### src/design/pmx_pkg.sv
// Shared types and constants of the partially mapped crossover engine.
`default_nettype none

package pmx_pkg;

    localparam int CITY_W    = 6;
    localparam int NUM_CODES = 1 << CITY_W;
    localparam int CNT_W     = 7;

    localparam logic [CNT_W-1:0] MIN_CITIES     = 7'd2;
    localparam logic [CNT_W-1:0] NUM_CITIES_RST = 7'd64;

    typedef logic [CITY_W-1:0] city_t;
    typedef logic [CNT_W-1:0]  count_t;

    typedef struct packed {
        logic  clear;
        logic  write;
        city_t look_one;
        city_t look_two;
    } map_ctrl_t;

    typedef struct packed {
        logic  hit_one;
        logic  hit_two;
        city_t val_one;
        city_t val_two;
    } map_stat_t;

endpackage

`default_nettype wire

### src/design/pmx_crossover_engine_top.sv
// Top level of the partially mapped crossover engine.
//
// Each transfer on the s_ channel writes one position of both parent tours.
// The transfer whose position equals the tour length minus one also carries
// the two cut points and starts the crossover; other transfers only store.
// The cut points are ordered and clamped to the tour before use.
// The tour length must be written on the cfg_ channel only while the block
// is idle; the block itself does not enforce this. Loading takes one transfer
// per cycle while the block is idle. After the final transfer the block
// builds the mapping tables, reading and then writing each segment position.
// Each result outside the segment then walks its mapping chain, bounded in
// steps by the tour length. Both children walk their chains together through
// one table lookup unit, so the longer chain sets the rate.
// Results leave on the m_ channel one position at a time, position 0 first,
// with m_tlast on the final position. A stalled receiver holds the output
// register and the sequencer waits; s_tready is low while results are made.
// Reset empties the output register, returns to idle and sets the tour
// length to 64; parent contents are undefined until written.

`default_nettype none

module pmx_crossover_engine_top #(
    parameter int MAX_CITIES = 64
) (
    input  wire logic        aclk,
    input  wire logic        aresetn,
    input  wire logic        s_tvalid,
    output logic             s_tready,
    // position, gene_first, gene_second, cut_a, cut_b
    input  wire logic [31:0] s_tdata,
    input  wire logic        cfg_valid,
    output logic             cfg_ready,
    input  wire logic [6:0]  cfg_data,
    output logic             m_tvalid,
    input  wire logic        m_tready,
    // out_position, child_one_gene, child_two_gene
    output logic [23:0]      m_tdata,
    output logic             m_tlast
);

    pmx_pkg::city_t     position;
    pmx_pkg::city_t     gene_first;
    pmx_pkg::city_t     gene_second;
    pmx_pkg::city_t     cut_a;
    pmx_pkg::city_t     cut_b;
    logic               store_en;
    pmx_pkg::city_t     rd_index;
    pmx_pkg::city_t     first_gene;
    pmx_pkg::city_t     second_gene;
    pmx_pkg::map_ctrl_t map_ctrl;
    pmx_pkg::map_stat_t map_stat;
    pmx_pkg::city_t     out_position;
    pmx_pkg::city_t     child_one_gene;
    pmx_pkg::city_t     child_two_gene;

    assign position    = s_tdata[5:0];
    assign gene_first  = s_tdata[11:6];
    assign gene_second = s_tdata[17:12];
    assign cut_a       = s_tdata[23:18];
    assign cut_b       = s_tdata[29:24];

    assign store_en = s_tvalid && s_tready && ({1'b0, position} < 7'(MAX_CITIES));

    pmx_parent_mem #(
        .DEPTH(MAX_CITIES)
    ) u_first_mem (
        .aclk     (aclk),
        .wr_en    (store_en),
        .wr_index (position),
        .wr_gene  (gene_first),
        .rd_index (rd_index),
        .rd_gene  (first_gene)
    );

    pmx_parent_mem #(
        .DEPTH(MAX_CITIES)
    ) u_second_mem (
        .aclk     (aclk),
        .wr_en    (store_en),
        .wr_index (position),
        .wr_gene  (gene_second),
        .rd_index (rd_index),
        .rd_gene  (second_gene)
    );

    pmx_map_table u_map (
        .aclk        (aclk),
        .aresetn     (aresetn),
        .map_ctrl    (map_ctrl),
        .first_gene  (first_gene),
        .second_gene (second_gene),
        .map_stat    (map_stat)
    );

    pmx_seq #(
        .MAX_CITIES(MAX_CITIES)
    ) u_seq (
        .aclk         (aclk),
        .aresetn      (aresetn),
        .in_valid     (s_tvalid),
        .in_ready     (s_tready),
        .in_position  (position),
        .in_cut_a     (cut_a),
        .in_cut_b     (cut_b),
        .cfg_valid    (cfg_valid),
        .cfg_ready    (cfg_ready),
        .cfg_data     (cfg_data),
        .rd_index     (rd_index),
        .first_gene   (first_gene),
        .second_gene  (second_gene),
        .map_ctrl     (map_ctrl),
        .map_stat     (map_stat),
        .out_valid    (m_tvalid),
        .out_ready    (m_tready),
        .out_position (out_position),
        .out_gene_one (child_one_gene),
        .out_gene_two (child_two_gene),
        .out_last     (m_tlast)
    );

    assign m_tdata = {6'd0, child_two_gene, child_one_gene, out_position};

endmodule

`default_nettype wire

### src/design/pmx_parent_mem.sv
// Parent tour store with one write port and one registered read port.
`default_nettype none

module pmx_parent_mem #(
    parameter int DEPTH = 64
) (
    input  wire logic          aclk,
    input  wire logic          wr_en,
    input  wire pmx_pkg::city_t wr_index,
    input  wire pmx_pkg::city_t wr_gene,
    input  wire pmx_pkg::city_t rd_index,
    output pmx_pkg::city_t      rd_gene
);

    localparam int AW = (DEPTH > 1) ? $clog2(DEPTH) : 1;

    pmx_pkg::city_t gene_mem [DEPTH];
    pmx_pkg::city_t rd_gene_reg;

    always_ff @(posedge aclk) begin
        if (wr_en) begin
            gene_mem[wr_index[AW-1:0]] <= wr_gene;
        end
        rd_gene_reg <= gene_mem[rd_index[AW-1:0]];
    end

    assign rd_gene = rd_gene_reg;

endmodule

`default_nettype wire

### src/design/pmx_map_table.sv
// Segment mapping tables for both children with per-city hit bits.
`default_nettype none

module pmx_map_table (
    input  wire logic               aclk,
    input  wire logic               aresetn,
    input  wire pmx_pkg::map_ctrl_t map_ctrl,
    input  wire pmx_pkg::city_t     first_gene,
    input  wire pmx_pkg::city_t     second_gene,
    output pmx_pkg::map_stat_t      map_stat
);

    logic [pmx_pkg::NUM_CODES-1:0] hit_one_reg;
    logic [pmx_pkg::NUM_CODES-1:0] hit_two_reg;
    pmx_pkg::city_t map_one_mem [pmx_pkg::NUM_CODES];
    pmx_pkg::city_t map_two_mem [pmx_pkg::NUM_CODES];
    pmx_pkg::city_t val_one_reg;
    pmx_pkg::city_t val_two_reg;

    always_ff @(posedge aclk) begin
        if (!aresetn) begin
            hit_one_reg <= '0;
            hit_two_reg <= '0;
        end else if (map_ctrl.clear) begin
            hit_one_reg <= '0;
            hit_two_reg <= '0;
        end else if (map_ctrl.write) begin
            hit_one_reg[second_gene] <= 1'b1;
            hit_two_reg[first_gene]  <= 1'b1;
        end
    end

    always_ff @(posedge aclk) begin
        if (map_ctrl.write) begin
            map_one_mem[second_gene] <= first_gene;
            map_two_mem[first_gene]  <= second_gene;
        end
        val_one_reg <= map_one_mem[map_ctrl.look_one];
        val_two_reg <= map_two_mem[map_ctrl.look_two];
    end

    assign map_stat.hit_one = hit_one_reg[map_ctrl.look_one];
    assign map_stat.hit_two = hit_two_reg[map_ctrl.look_two];
    assign map_stat.val_one = val_one_reg;
    assign map_stat.val_two = val_two_reg;

endmodule

`default_nettype wire

### src/design/pmx_seq.sv
// Sequencer that builds the segment mapping and walks the mapping chains.
`default_nettype none

module pmx_seq #(
    parameter int MAX_CITIES = 64
) (
    input  wire logic               aclk,
    input  wire logic               aresetn,
    input  wire logic               in_valid,
    output logic                    in_ready,
    input  wire pmx_pkg::city_t     in_position,
    input  wire pmx_pkg::city_t     in_cut_a,
    input  wire pmx_pkg::city_t     in_cut_b,
    input  wire logic               cfg_valid,
    output logic                    cfg_ready,
    input  wire pmx_pkg::count_t    cfg_data,
    output pmx_pkg::city_t          rd_index,
    input  wire pmx_pkg::city_t     first_gene,
    input  wire pmx_pkg::city_t     second_gene,
    output pmx_pkg::map_ctrl_t      map_ctrl,
    input  wire pmx_pkg::map_stat_t map_stat,
    output logic                    out_valid,
    input  wire logic               out_ready,
    output pmx_pkg::city_t          out_position,
    output pmx_pkg::city_t          out_gene_one,
    output pmx_pkg::city_t          out_gene_two,
    output logic                    out_last
);

    localparam pmx_pkg::count_t MAX_N = pmx_pkg::count_t'(MAX_CITIES);

    typedef enum logic [2:0] {
        ST_IDLE,
        ST_BUILD_RD,
        ST_BUILD_WR,
        ST_POS_RD,
        ST_POS_EVAL,
        ST_CHAIN_RD,
        ST_CHAIN_UPD,
        ST_OUT
    } state_t;

    state_t          state_reg;
    pmx_pkg::count_t num_cities_reg;
    pmx_pkg::city_t  low_reg;
    pmx_pkg::city_t  high_reg;
    pmx_pkg::city_t  seg_idx_reg;
    pmx_pkg::city_t  pos_idx_reg;
    pmx_pkg::city_t  gene_one_reg;
    pmx_pkg::city_t  gene_two_reg;
    logic            act_one_reg;
    logic            act_two_reg;
    pmx_pkg::count_t steps_reg;
    logic            out_valid_reg;
    pmx_pkg::city_t  out_position_reg;
    pmx_pkg::city_t  out_gene_one_reg;
    pmx_pkg::city_t  out_gene_two_reg;
    logic            out_last_reg;

    pmx_pkg::count_t tour_len;
    pmx_pkg::city_t  last_pos;
    pmx_pkg::city_t  cut_lo;
    pmx_pkg::city_t  cut_hi;
    pmx_pkg::city_t  cut_lo_clamp;
    pmx_pkg::city_t  cut_hi_clamp;
    logic            accept;
    logic            start;
    logic            in_seg;
    logic            act_one;
    logic            act_two;
    logic            out_load;

    always_comb begin
        if (num_cities_reg < pmx_pkg::MIN_CITIES) begin
            tour_len = pmx_pkg::MIN_CITIES;
        end else if (num_cities_reg > MAX_N) begin
            tour_len = MAX_N;
        end else begin
            tour_len = num_cities_reg;
        end
    end

    assign last_pos     = pmx_pkg::city_t'(tour_len - 7'd1);
    assign cut_lo       = (in_cut_a < in_cut_b) ? in_cut_a : in_cut_b;
    assign cut_hi       = (in_cut_a < in_cut_b) ? in_cut_b : in_cut_a;
    assign cut_lo_clamp = (cut_lo > last_pos) ? last_pos : cut_lo;
    assign cut_hi_clamp = (cut_hi > last_pos) ? last_pos : cut_hi;

    assign in_ready  = (state_reg == ST_IDLE);
    assign cfg_ready = 1'b1;
    assign accept    = in_valid && in_ready;
    assign start     = accept && (in_position == last_pos);

    assign in_seg   = (pos_idx_reg >= low_reg) && (pos_idx_reg <= high_reg);
    assign act_one  = map_stat.hit_one && (steps_reg < tour_len);
    assign act_two  = map_stat.hit_two && (steps_reg < tour_len);
    assign out_load = (state_reg == ST_OUT) && (!out_valid_reg || out_ready);

    assign rd_index = (state_reg == ST_BUILD_RD) ? seg_idx_reg : pos_idx_reg;

    assign map_ctrl.clear    = start;
    assign map_ctrl.write    = (state_reg == ST_BUILD_WR);
    assign map_ctrl.look_one = gene_one_reg;
    assign map_ctrl.look_two = gene_two_reg;

    always_ff @(posedge aclk) begin
        if (!aresetn) begin
            state_reg      <= ST_IDLE;
            num_cities_reg <= pmx_pkg::NUM_CITIES_RST;
            low_reg        <= '0;
            high_reg       <= '0;
            seg_idx_reg    <= '0;
            pos_idx_reg    <= '0;
            act_one_reg    <= 1'b0;
            act_two_reg    <= 1'b0;
            steps_reg      <= '0;
            out_valid_reg  <= 1'b0;
        end else begin
            if (cfg_valid) begin
                num_cities_reg <= cfg_data;
            end
            if (out_load) begin
                out_valid_reg <= 1'b1;
            end else if (out_ready) begin
                out_valid_reg <= 1'b0;
            end
            unique case (state_reg)
                ST_IDLE: begin
                    if (start) begin
                        low_reg     <= cut_lo_clamp;
                        high_reg    <= cut_hi_clamp;
                        seg_idx_reg <= cut_lo_clamp;
                        state_reg   <= ST_BUILD_RD;
                    end
                end
                ST_BUILD_RD: begin
                    state_reg <= ST_BUILD_WR;
                end
                ST_BUILD_WR: begin
                    if (seg_idx_reg == high_reg) begin
                        pos_idx_reg <= '0;
                        state_reg   <= ST_POS_RD;
                    end else begin
                        seg_idx_reg <= seg_idx_reg + 6'd1;
                        state_reg   <= ST_BUILD_RD;
                    end
                end
                ST_POS_RD: begin
                    state_reg <= ST_POS_EVAL;
                end
                ST_POS_EVAL: begin
                    steps_reg <= '0;
                    if (in_seg) begin
                        gene_one_reg <= second_gene;
                        gene_two_reg <= first_gene;
                        state_reg    <= ST_OUT;
                    end else begin
                        gene_one_reg <= first_gene;
                        gene_two_reg <= second_gene;
                        state_reg    <= ST_CHAIN_RD;
                    end
                end
                ST_CHAIN_RD: begin
                    act_one_reg <= act_one;
                    act_two_reg <= act_two;
                    if (act_one || act_two) begin
                        steps_reg <= steps_reg + 7'd1;
                        state_reg <= ST_CHAIN_UPD;
                    end else begin
                        state_reg <= ST_OUT;
                    end
                end
                ST_CHAIN_UPD: begin
                    if (act_one_reg) begin
                        gene_one_reg <= map_stat.val_one;
                    end
                    if (act_two_reg) begin
                        gene_two_reg <= map_stat.val_two;
                    end
                    state_reg <= ST_CHAIN_RD;
                end
                ST_OUT: begin
                    if (out_load) begin
                        out_position_reg <= pos_idx_reg;
                        out_gene_one_reg <= gene_one_reg;
                        out_gene_two_reg <= gene_two_reg;
                        out_last_reg     <= (pos_idx_reg == last_pos);
                        if (pos_idx_reg == last_pos) begin
                            state_reg <= ST_IDLE;
                        end else begin
                            pos_idx_reg <= pos_idx_reg + 6'd1;
                            state_reg   <= ST_POS_RD;
                        end
                    end
                end
                default: begin
                    state_reg <= ST_IDLE;
                end
            endcase
        end
    end

    assign out_valid    = out_valid_reg;
    assign out_position = out_position_reg;
    assign out_gene_one = out_gene_one_reg;
    assign out_gene_two = out_gene_two_reg;
    assign out_last     = out_last_reg;

endmodule

`default_nettype wire

### config.mk
export PLATFORM = sky130hd
export DESIGN_NAME = pmx_crossover_engine_top
export DESIGN_NICKNAME = d
export VERILOG_FILES = /design/src/design/pmx_pkg.sv /design/src/design/pmx_crossover_engine_top.sv /design/src/design/pmx_parent_mem.sv /design/src/design/pmx_map_table.sv /design/src/design/pmx_seq.sv
export SDC_FILE = /design/constraint.sdc
export NUM_CORES = 2
export LEC_CHECK = 0
export CAP_MARGIN = 30
export CORE_MARGIN = 2
export CORE_UTILIZATION = 44
export DETAILED_ROUTE_END_ITERATION = 8
export DONT_BUFFER_PORTS = 1
export PLACE_DENSITY = 0.67
export SETUP_SLACK_MARGIN = 0.3
export SYNTH_ARGS = -nofsm -noshare
export SYNTH_HDL_FRONTEND = slang
export SYNTH_HIERARCHICAL = 1
export SYNTH_SLANG_ARGS = --single-unit
### constraint.sdc
create_clock -name aclk -period 5 [get_ports aclk]
set_input_delay 0.5 -clock aclk [delete_from_list [all_inputs] [get_ports aclk]]
set_output_delay 0.5 -clock aclk [all_outputs]
set_load 0.01 [all_outputs]
# Word level (Yosys, flattened, before mapping)
# Memory sizes are Yosys's and may differ from the RTL's. A register that Yosys moved wholly into a read port is not among the register bits.
# Cells that the tools add are included.
[totals]
latch_bits = 0
rom_bits = 0
register_bits = 203
in_bits = 44
memories = 4
ramBits = 1536
word_cells = 130
[classes]
div = 0
bitwise_logic = 3
n_lt_le_gt_ge = 14
n_mux = 43
eq_ne = 18
multipliers = 0
shifts = 0
addsub = 4
n_reduce_logical = 26
[memory_table]
columns = ["name", "depth", "width", "rd", "rd_clocked_by_memory_dff", "write_ports", "line", "text"]
rows = [
  ["u_first_mem.gene_mem", 64, 6, 1, 1, 1, "pmx_parent_mem.sv:17", "pmx_pkg::city_t gene_mem [DEPTH];"],
  ["u_map.map_one_mem", 64, 6, 1, 1, 1, "pmx_map_table.sv:15", "pmx_pkg::city_t map_one_mem [pmx_pkg::NUM_CODES];"],
  ["u_map.map_two_mem", 64, 6, 1, 1, 1, "pmx_map_table.sv:16", "pmx_pkg::city_t map_two_mem [pmx_pkg::NUM_CODES];"],
  ["u_second_mem.gene_mem", 64, 6, 1, 1, 1, "pmx_parent_mem.sv:17", ""],
]
[op_table]
columns = ["cell", "n"]
rows = [
  ["OR 64 bit", 2],
  ["two-way mux 6 bit", 14],
  ["case mux 6 bit (2 select lines)", 4],
  ["less-than comparator 6 x 7 -> 1 bit (second input constant)", 4],
  ["case mux 3 bit (8 select lines)", 1],
  ["two-way mux 7 bit", 3],
  ["== test 6 bit", 3],
  ["case mux 7 bit (2 select lines)", 1],
  ["adder 6 x 1 -> 6 bit (second input constant)", 2],
  ["binary-select mux 1 bit (select 6 bit)", 2],
  ["demux 1 bit (select 6 bit)", 2],
  ["== test 3 bit (second input constant)", 4],
  ["greater-or-equal comparator 6 x 1 -> 1 bit (second input constant)", 2],
  ["greater-than comparator 6 bit", 2],
  ["AND reduction 3 bit", 4],
  ["two-way mux 1 bit", 11],
  ["inequality test 2 x 1 -> 1 bit (second input constant)", 5],
  ["nonzero test 2 bit", 5],
  ["logical AND 1 bit", 8],
  ["adder 7 x 1 -> 7 bit (second input constant)", 1],
  ["greater-than comparator 7 bit (second input constant)", 1],
  ["less-than comparator 7 x 2 -> 1 bit (second input constant)", 1],
  ["less-than comparator 7 bit", 1],
  ["== test 3 x 2 -> 1 bit (second input constant)", 2],
  ["other kinds (15)", 23],
]

# Depth between registers and ports, before layout
[logic_depth]
word_depth = 8
mapped_depth = 17

# Hierarchy
# The synthesis kept the hierarchy.
[modules_own_cells]
columns = ["module", "n_inst", "area_per_inst_um2", "cells_per_inst"]
rows = [
  ["pmx_map_table", 1, 34954.8, 1801],
  ["pmx_parent_mem", 2, 15225.9, 720],
  ["pmx_seq", 1, 4878.4, 516],
  ["pmx_crossover_engine_top", 1, 55.1, 8],
]

# Worst setup path after synthesis
# Ideal clock, no wire load.
[synth_timing]
path_type = "input to register"
from = "in s_tdata[28]"
to = "reg u_seq.high_reg[1]"
cell_stages = 16
path_slack_ps = 813
t_arrival_ps = 4070
cell_sequence = "clkbuf_1 -> inv_1 -> ha_1 -> nand4_1 -> o21ai_1 -> clkbuf_1 -> clkbuf_1 -> nand2_1 -> o21ai_0 -> ha_1 -> inv_1 -> maj3_1 -> maj3_2 -> a21oi_4 -> mux2_1 -> a22o_1"
[synth_between]
elab_chain_cells = 4
[synth_rtl]
columns = ["item", "line", "text"]
rows = [
  ["start: declaration", "pmx_crossover_engine_top.sv:30", "input wire logic [31:0] s_tdata,"],
  ["less-than comparator 6 bit", "pmx_seq.sv:85", "assign cut_hi = (in_cut_a < in_cut_b) ? in_cut_b : in_cut_a;"],
  ["two-way mux 6 bit (*)", "pmx_seq.sv:85", ""],
  ["greater-than comparator 6 bit", "pmx_seq.sv:87", "assign cut_hi_clamp = (cut_hi > last_pos) ? last_pos : cut_hi;"],
  ["two-way mux 6 bit (*)", "pmx_seq.sv:87", ""],
  ["end signal: assignment", "pmx_seq.sv:131", "high_reg <= cut_hi_clamp;"],
  ["end: declaration", "pmx_seq.sv:46", "pmx_pkg::city_t high_reg;"],
]
# Every way passes the cells marked *; elsewhere a longest branch is shown, timed or not.
# A chain may end at the register's enable or synchronous reset.

==> implementation parameters <==
Parameter                              Value

Status
  Result of the run ... completed

Routing
  Final routed DRC violation total ... 0
  Top routing layer in use ... met5
  Detailed-routed wire length on met2 ... 76500 um
  Final wirelength ... 161000 um
  DR pass1 iterations ... 5
  Total vias in the final route ... 36101
  Routed wire per std cell ... 26.5 um
  Wire length on met3 ... 13200 um
  Detail-routed via count per cell ... 5.96
  First-iteration detailed-routing DRC count ... 3794
  Routed metal-1 wire length ... 67000 um
  Residual antenna-violating net count after detailed routing ... 0

Logic synthesis
  Cells after synthesis ... 3765
  Post-synth EDFFs ... 1567
  Register bit total from synthesis ... 1763
  Share of async-settable or async-resettable flops after synthesis ... 0%
  Warnings from Yosys ... 6
  Library cells used by synthesis ... 91
  Share of synthesized area occupied by flip-flops and latches ... 72.5%
  Area leader, netlist ... edfxtp_1
  Area share of the largest cell type after synthesis ... 66.9%
  Mapped Area ... 0.0703 mm^2
  Top_reg_cell synth ... edfxtp_1
  Post-synthesis average cell area ... 18.7 um^2
  Leading cell types by total area after synthesis ... edfxtp_1 67%, mux4_2 13%, dfxtp_1 5.6%

Cells and area
  Final standard cell utilization of the core ... 49.7%
  Area growth from synthesis to layout ... 12.0%
  Most frequent cells in the layout ... 1567 x edfxtp_1, 392 x mux4_2, 325 x nor2_1, 184 x dfxtp_1, 180 x clkbuf_16
  Final design instance area without fill ... 0.0788 mm^2
  Number of fillers in the final layout ... 12740
  Number of non-filler instances in the completed layout ... 6062
  Most common library cell in the layout ignoring fill and taps ... edfxtp_1
  Fraction of final layout cells sized beyond drive strength 1 ... 20.6%
  Final #Nets ... 3918

Timing
  Fin Hold WS ... 64.5 ps
  Final Hold Fails ... 0
  RSZ-0062 raised after global routing ... false
  Worst slew pin tran ... 982 ps
  Total of endpoints with negative setup slack in the final report ... 0
  Layout Skew ... 27.3 ps
  Sum Neg Setup Slack ... 0 ps
  Period Utilization, post-route ... 86.9%
  Relative slew slack ... 34.5%
  Fmax ... 230 MHz
  Final Max Slew Viols ... 0
  Tmin final ... 4350 ps

Global route
  Global-route wire length before repair ... 237000 um
  Vias in the first global route ... 36059
  GRT overflow ... 0
  Antenna violations before repair ... 12
  Global-route total usage across every layer ... 19.6%
  Largest net degree at the start of global routing ... 129

Floorplan
  Die width ... 404 um
  Die area ... 0.163 mm^2
  Initial core utilization ... 44.4%
  Core Rows ... 146
  Vert. Die Dim ... 404 um
  Core Footprint ... 0.159 mm^2
  Ports ... 72

Min path
  Type of the tightest min-delay check ... in -> reg

Setup path
  Master of the slowest instance on the critical path ... nor4_4
  Arrival time reported for the critical path endpoint ... 5010 ps
  Worst Path Buf+Inv ... 1
  Category of the most critical setup path ... reg -> reg
  Critical Path Start Type ... flop
  Data required time of the critical path ... 5660 ps
  Worst-path fanout max ... 9
  Kind of capture point of the worst setup path ... flop
  Largest stage delay on the critical path ... 690 ps
  Series of cell instances along the critical path ... or4_1 > o21a_1 > inv_1 > ha_1 > or3b_1 > a221o_2 > xnor2_2 > nand2_2 > nor4_4 > o211ai_4 > and3_1 > a21oi_1 > o211ai_1
  Kind of cell with the highest combined delay on the critical path ... simple AND/OR/NAND/NOR gates

Placed design
  Area of placed instances ... 0.0725 mm^2
  Detail Placement HPWL ... 96800 um
  IO Port Bufs ... 0
  Weighted congestion reported at the end of routability-driven placement ... 0.808
  Cell count after placement ... 5700

Power and ir drop
  IR drop worst, VDD ... 0.358 mV
  Leakage power total ... 24.4 nW
  Cell Int Power ... 23.7 mW
  Switching share of power ... 19.8%
  Clock share of power ... 44.1%
  Part of the power in registers ... 54.1%
  Total power divided by cell area ... 374 mW/mm^2
  Switching power ... 5.83 mW
  Comb pwr share ... 1.7%

Clock tree
  Cts hold-fix bufs ... 30
  TritonCTS clock tree ... yes
  Clock latency reported for the late side of the worst-skew pair ... 800 ps
  Sink count of the clock tree ... 1763
  Count of instances resized after the clock tree is built ... 0
  TritonCTS Buffers ... 176
  Clk slew on worst S/H paths ... 60 ps
  CTS Root Cell ... clkbuf_16
  Post-CTS repair timing setup buffer count ... 0
  H-tree depth ... 4
  Number of buffers on the longest clock path ... 3

Job
  Maxcap violations ... 0
power groups by stage:
stage	logic [mW]	registers (mW)	clock network, mW
floorplan	0.278	16.3	0
global placement	0.354	16.3	0
detailed placement	0.359	16.3	0
CTS	0.505	16.0	13.2
global route	0.549	16.0	13.8
finish	0.509	16.0	13.0
logic make-up after synthesis:
group           synth area share, %
compound gates                 5.04
xor+xnor                      0.372
fa+ha+maj                     0.631
buf+inv                        1.87
flops                          72.5
mux                            15.1
other cells                  0.0107
simple gates                   4.49
metrics by stage:
step | total power [mW] | setup WS, ps
after global placement | 16.6 | 717
final | 29.5 | 653
after detailed placement | 16.6 | 668
after global routing | 30.3 | 361
after floorplan | 16.6 | 813
after CTS | 29.7 | 669
area by class of cell:
cell class / count / area, um^2 / area share, %
antenna: 2 / 5.00 / 0.00635
clock buffer: 250 / 4920 / 6.24
clock inverter: 75 / 803 / 1.02
inverter: 34 / 128 / 0.162
multi-input combinational: 1767 / 18100 / 23.0
sequential: 1763 / 51000 / 64.7
tap: 2072 / 2590 / 3.29
timing repair buffer: 99 / 1220 / 1.55
per-layer routing:
layer / vias to the layer above / global-route usage (%)
li1: 15461 / -
met1: 18959 / 27.1
met2: 1395 / 31.0
met3: 276 / 4.68
met4: 10 / 5.70
met5: - / 0
Yosys cell counts, drive strengths merged (8+ instances only):
cell    count
clkbuf     93
and2        8
nand3      47
a221oi     12
a211oi     26
o22a       15
o41ai       9
buf       113
nand3b     21
xor2       15
or3b       10
edfxtp   1567
mux4      404
nor3       23
dfxtp     196
inv        32
a22o       18
or3        13
o21a      139
mux2       42
nand2b     25
nand4      21
o22ai      61
xnor2      14
nand2     104
o21ai      38
ha         33
nor2b      33
mux2i     101
a21oi      67
a22oi      11
o211ai      9
o221ai     32
nor2      326
final timing paths:
path | startpoint | to | slack, ps | cells after the start
max | u_seq/num_cities_reg[2] | u_seq/seg_idx_reg[4] | 650 | 13
min | aresetn | u_seq/steps_reg[3] | 60 | 2
max reg2reg | u_seq/num_cities_reg[2] | u_seq/seg_idx_reg[4] | 650 | 13
min reg2reg | u_map/hit_two_reg[26] | u_map/hit_two_reg[26] | 460 | 1
No activity file was read; power rests on OpenSTA's default activity.
